**config.mk**
```make
export PLATFORM = sky130hd
export DESIGN_NAME = smdu_cell
export DESIGN_NICKNAME = d
export VERILOG_FILES = /design/src/rtl/smdu_pkg.sv /design/src/rtl/smdu_cell.sv
export SDC_FILE = /design/constraint.sdc
export NUM_CORES = 1
export LEC_CHECK = 0
export ABC_AREA = 1
export BUFFER_PORTS_ARGS = -buffer_cell sky130_fd_sc_hd__buf_4
export CAP_MARGIN = 25
export CELL_PAD_IN_SITES_DETAIL_PLACEMENT = 1
export CELL_PAD_IN_SITES_GLOBAL_PLACEMENT = 1
export CORE_AREA = 2 2 254 256
export CTS_CLUSTER_DIAMETER = 150
export DETAILED_ROUTE_END_ITERATION = 12
export DIE_AREA = 0 0 256 258
export PLACE_DENSITY = 0.66
export SYNTH_ARGS = -nofsm -noshare
export SYNTH_HDL_FRONTEND = slang
export SYNTH_SLANG_ARGS = --single-unit
export TNS_END_PERCENT = 100
```
**constraint.sdc**
```tcl
create_clock -name clk -period 0.8 [get_ports clk]
set_input_delay 0.08 -clock clk [delete_from_list [all_inputs] [get_ports clk]]
set_output_delay 0.08 -clock clk [all_outputs]
set_load 0.02 [all_outputs]
```
**src/rtl/smdu_pkg.sv**
```systemverilog
// Package for the SIMD multiply/divide unit: payload structs, sizes, commands.
// No dependencies.
package smdu_pkg;

    localparam int LANES      = 4;
    localparam int WORD_BITS  = 16;
    localparam int CELLS      = WORD_BITS;
    localparam int DEPTH      = CELLS + 1;

    typedef enum logic {
        CMD_MUL = 1'b0,
        CMD_DIV = 1'b1
    } cmd_t;

    typedef struct packed {
        logic        command;
        logic        vector_mode;
        logic [15:0] a_lane0;
        logic [15:0] a_lane1;
        logic [15:0] a_lane2;
        logic [15:0] a_lane3;
        logic [15:0] b_lane0;
        logic [15:0] b_lane1;
        logic [15:0] b_lane2;
        logic [15:0] b_lane3;
    } in_item_t;

    typedef struct packed {
        logic [15:0] high_lane0;
        logic [15:0] high_lane1;
        logic [15:0] high_lane2;
        logic [15:0] high_lane3;
        logic [15:0] low_lane0;
        logic [15:0] low_lane1;
        logic [15:0] low_lane2;
        logic [15:0] low_lane3;
        logic        zero_flag;
        logic        divide_by_zero;
    } out_item_t;

    // Per-lane working word carried down the cell chain.
    typedef struct packed {
        logic [WORD_BITS-1:0] rem;   // partial remainder
        logic [WORD_BITS-1:0] quo;   // dividend shifting out, quotient shifting in
        logic [WORD_BITS-1:0] div;   // divisor
        logic [2*WORD_BITS-1:0] prod; // product, formed in the first cell
    } lane_t;

    // Item-level control carried along with the lanes.
    typedef struct packed {
        logic valid;
        logic command;
        logic vector_mode;
    } ctl_t;

endpackage

```
**src/rtl/smdu_cell.sv**
```systemverilog
// One cell of the divide chain: one restoring-division step per lane.
// Depends on smdu_pkg.
module smdu_cell (
    input  logic                        clk,
    input  logic                        rst_n,
    input  logic                        en,
    input  smdu_pkg::ctl_t              ctl,
    input  smdu_pkg::lane_t [3:0]       lanes,
    output smdu_pkg::ctl_t              ctl_reg,
    output smdu_pkg::lane_t [3:0]       lanes_reg
);
    import smdu_pkg::*;

    lane_t [3:0] lanes_next;
    logic [WORD_BITS:0] trial [4];

    // Shift in one dividend bit, subtract divisor if it fits
    always_comb
    begin
        for (int i = 0; i < LANES; i++)
        begin
            lanes_next[i] = lanes[i];
            trial[i] = {lanes[i].rem, lanes[i].quo[WORD_BITS-1]} - {1'b0, lanes[i].div};
            if (!trial[i][WORD_BITS])
            begin
                lanes_next[i].rem = trial[i][WORD_BITS-1:0];
                lanes_next[i].quo = {lanes[i].quo[WORD_BITS-2:0], 1'b1};
            end
            else
            begin
                lanes_next[i].rem = {lanes[i].rem[WORD_BITS-2:0], lanes[i].quo[WORD_BITS-1]};
                lanes_next[i].quo = {lanes[i].quo[WORD_BITS-2:0], 1'b0};
            end
        end
    end

    // Advance control
    always_ff @(posedge clk or negedge rst_n)
    begin
        if (!rst_n)
            ctl_reg <= '0;
        else if (en)
            ctl_reg <= ctl;
    end

    // Advance payload
    always_ff @(posedge clk)
    begin
        if (en)
            lanes_reg <= lanes_next;
    end

endmodule

```
# --- Word-level counts from Yosys, hierarchy flattened ---
# Index checks and enable logic that the tools add are counted.
op_classes:
  mux: 4
  add_sub_neg: 4
ops:
  columns: ["op", "count"]
  rows:
  - ["2-to-1 mux 32 bit", 4]
  - ["subtractor 17 x 16 -> 17 bit", 4]
totals:
  word_cells: 27
  register_bits: 323
  inputBits: 326

# --- Logic depth before layout (Yosys ltp) ---
depth:
  depth_word: 2
  depth_mapped: 15

# --- Worst setup path after synthesis ---
# Ideal clock, no wire load.
synth_timing:
  path_kind: "input port to flip-flop"
  start: "input lanes[223] in the netlist's numbering"
  end: "register lanes_reg[230] in the netlist's numbering (data pin)"
  t_arrival_ns: 1.575
  setup_slack_ns: -1.026
  path_stages: 14
  setup_ns: 0.252
  path_cell_list: "inv_1 ha_1 fa_1 inv_1 nand2_1 nand2_1 nand3_2 nand2_2 nand2_4 nand2_2 nand2_4 buf_4 nand3_1 nand2_2"
synth_lines:
  columns: ["item", "line_no", "text"]
  rows:
  - ["from (decl)", "smdu_cell.sv:8", "input smdu_pkg::lane_t [3:0] lanes,"]
  - ["to (signal assigned)", "smdu_cell.sv:50", "lanes_reg <= lanes_next;"]
  - ["to (decl)", "smdu_cell.sv:10", "output smdu_pkg::lane_t [3:0] lanes_reg"]

==> results.py <==
metrics = {
    "cells_and_area": {
        "nFillCells": 6795,
        "area.growth.synth_to_final_pct": 106.2,
        "final_cell_count_no_fill": 3709,
        "regArea_um2": 9688,
        "largest_reg_flops": 320,
        "final_nets": 3216,
        "drive_gt1_share_pct": 48.81,
        "stdcell_area_um2": 31870,
        "multi_input_area_um2": 6294,
    },
    "timing": {
        "slew_headroom_pct": 65.91,
        "finClkSkew_ns": 0,
        "slew_viol_final": 0,
        "rsz0062_at_grt": "true",
        "hold_viol": 0,
        "setup_ws_ns": -0.7578,
        "setup_viol_count_final": 432,
        "hold_slack_ns": 0.01923,
        "max_freq_mhz": 641.9,
        "tightest_slew_ns": 0.5096,
        "tns_ns": -175.15,
        "layout_min_cycle_time_ns": 1.558,
        "fin_crit_sh_pct": 194.7,
    },
    "logic_synthesis": {
        "avgSynthCellArea_um2": 10.61,
        "synth_enable_flop_cells": 320,
        "yosysUniqueCellTypes": 32,
        "async_flop_share_pct": 0.9288,
        "syn_nets": 1851,
        "ys.flop_type": "edfxtp_1",
        "synthCells": 1457,
        "yosysSeqAreaShare_pct": 62.67,
        "yosys-top-cells-area": "edfxtp_1 (62%), nand2_1 (11%), inv_1 (6.2%), ha_1 (5.2%), nand3_1 (3.8%)",
        "synth_top_cell_area_share_pct": 62.18,
        "synth_seq_cells": 323,
        "synth_top_area_cell": "edfxtp_1",
        "synthesis.area_um2": 15450,
        "ys.warnings.count": 0,
    },
    "status": {
        "violations": "setup timing",
        "outcome": "finished, violations left",
    },
    "floorplanning": {
        "ios": 649,
        "die_y_um": 258,
        "rows": 93,
        "start_util_pct": 24.28,
        "coreArea_um2": 63650,
        "die_area_um2": 66050,
        "fp.dieW_um": 256,
    },
    "route": {
        "drt-initial-drc-count": 631,
        "dr.pass1.iters": 5,
        "ant_nets": 0,
        "top_layer": "met5",
        "post_drt_wl_per_cell_um": 22.12,
        "via_per_inst": 4.458,
        "vias": 16530,
        "routed_wl_um": 82040,
        "wl_met1_um": 30330,
        "wl_met3_um": 4781,
        "wl_met2_um": 44090,
        "drcViolationCount": 0,
    },
    "global_route": {
        "grtUsageTotal_pct": 22.96,
        "overflow": 0,
        "grt_start_max_net_pins": 30,
        "grt_pass1_wl_um": 116800,
        "antenna_found_initial": 9,
        "grt_pass1_vias": 18680,
    },
    "critical_path": {
        "arrival_ns": 1.86,
        "r2r_cells": 3,
        "r2r_start": "ctl_reg[2]",
        "path_cells": "buf_4 -> inv_1 -> ha_4 -> nand2_1 -> nand2_1 -> nand2_1 -> nand2_2 -> a21oi_4 -> nand3_4 -> buf_4 -> buf_8 -> nand3_1 -> nand2_2",
        "cp-startpoint": "lanes[41]",
        "slowest_stage": "a21oi_4",
        "critPathMaxStageDelay_ns": 0.26,
        "cp.required_ns": 1.11,
        "worstSetupPathType": "input port to register",
        "crit_cells": 13,
        "cp-end-kind": "register",
        "cp.buffers_inverters": 4,
        "path_delay_family": "simple AND/OR/NAND/NOR gates",
        "cp_max_fo": 6,
        "cp_common_cell": "nand2_1",
        "critPathLaunchType": "input port",
    },
    "power": {
        "p_per_area_nw_per_um2": 1836,
        "p_leak_nw": 15.00,
        "ir_drop_mv": 1.490,
    },
    "place": {
        "place.gp.congestion": 0.8861,
        "dpl.cell_count": 3245,
        "place_area_um2": 23790,
        "post-place-ws_ns": -1.246,
        "port_buffers": 648,
        "place_hpwl_um": 47790,
    },
    "hold_path": {
        "min_from": "en",
        "hp-class": "input port to register",
        "holdPathStages": 3,
    },
    "clock_tree": {
        "clock-sinks": 323,
        "h-tree-depth": 2,
        "path_clk_slew_ns": 0.06,
        "cts_tree": "done",
        "numCtsBuffers": 39,
        "cts_root_buf": "clkbuf_16",
        "clock_latency_ns": 0.55,
        "clockBufferDepth": 3,
    },
    "flow_run": {
        "drv_cap": 0,
    },
}
## power by group
| part | total [W] | internal, W | switching (W) |
|---|---|---|---|
| sequential | 0.0215 | 0.0205 | 0.000976 |
| clock | 0.0183 | 0.0107 | 0.00762 |
| combinational | 0.0187 | 0.00919 | 0.00951 |
## layout by cell type (no fill, tap or decap), types with 3 or more instances in the layout
cell	n
a21oi_1	20
a21oi_2	8
a21oi_4	4
and2_1	11
buf_12	23
buf_16	5
buf_4	620
buf_6	343
buf_8	5
bufinv_16	4
clkbuf_1	11
clkbuf_16	43
clkinv_1	6
clkinv_2	4
dfrtp_2	3
diode_2	4
dlygate4sd3_1	328
edfxtp_1	320
fa_2	4
ha_1	25
ha_4	37
inv_1	234
inv_2	23
nand2_1	347
nand2_2	115
nand2_4	48
nand2_8	17
nand3_1	65
nand3_2	46
nand3_4	12
nand3b_1	8
nand4_1	11
nor2_1	45
nor3_4	4
or2_4	3
xnor2_1	8
xor2_1	18
## synthesized netlist by cell type (all sizes together) (8+ instances only)
library cell and instances:
nand2 517, edfxtp 320, inv 263, nand3 123, ha 64, nor2 48, a21oi 32, xor2 19
buf 12, and2 11, nand4 11, xnor2 9, nand3b 8
## logic make-up (layout without fill, tap and decap cells)
| logic type | count (synthesis) | after routing | synth area share, % |
|---|---|---|---|
| buffers and inverters | 275 | 1658 | 7.149 |
| multiplexers | 3 | 3 | 0.2186 |
| AO/OA/AOI/OAI | 32 | 32 | 1.231 |
| other | 0 | 4 | 0 |
| adder cells (fa/ha/maj) | 68 | 68 | 5.700 |
| AND/OR/NAND/NOR | 728 | 738 | 21.45 |
| flip-flops | 323 | 323 | 62.67 |
| XOR/XNOR | 28 | 28 | 1.587 |
## layout make-up
cell class	instances	area share (%)
Antenna cell	4	0.03141
Clock buffer	52	3.349
Clock inverter	17	0.5889
Inverter	263	3.239
Multi-Input combinational cell	869	19.75
Sequential cell	323	30.40
Tap cell	855	3.357
Timing Repair Buffer	1326	39.29
## layer usage
metal / vias up / global-route usage (%)
li1: 7507 / -
met1: 8200 / 24.83
met2: 655 / 43.95
met3: 164 / 5.330
met4: 8 / 7.310
met5: - / 0
## repair_timing
action                                 CTS  global route
pin swaps                               76            53
gates resized for setup                512           152
setup endpoints to repair              391           707
gates cloned                            13             4
hold buffers                           326             3
endpoints found under the hold margin  344            21
setup buffers                           32            15
## path summary, 6_finish.rpt
path / end / slack (ns)
setup / recovery: lanes_reg[66] / -0.76
hold / removal: ctl_reg[1] / 0.02
setup reg to reg: ctl_reg[2] / -0.21
hold reg to reg: ctl_reg[0] / 0.55
max in group asynchronous: ctl_reg[2] / 0.14
min in group asynchronous: ctl_reg[1] / 0.50
## stage by stage
stage	total power, W	util, %
finish	0.05851	50.07
global route	0.06049	50.07
CTS	0.05651	48.67
detailed placement	0.03454	37.38
global placement	0.03421	37.38
floorplan	0.02718	-
## tightest hold or removal path: cells and delay by family
kind | cells | cell delay, ns
buf+inv | 2 | 0.26
mux | 1 | 0.18
Note: power is estimated with default switching activity, not from simulation.
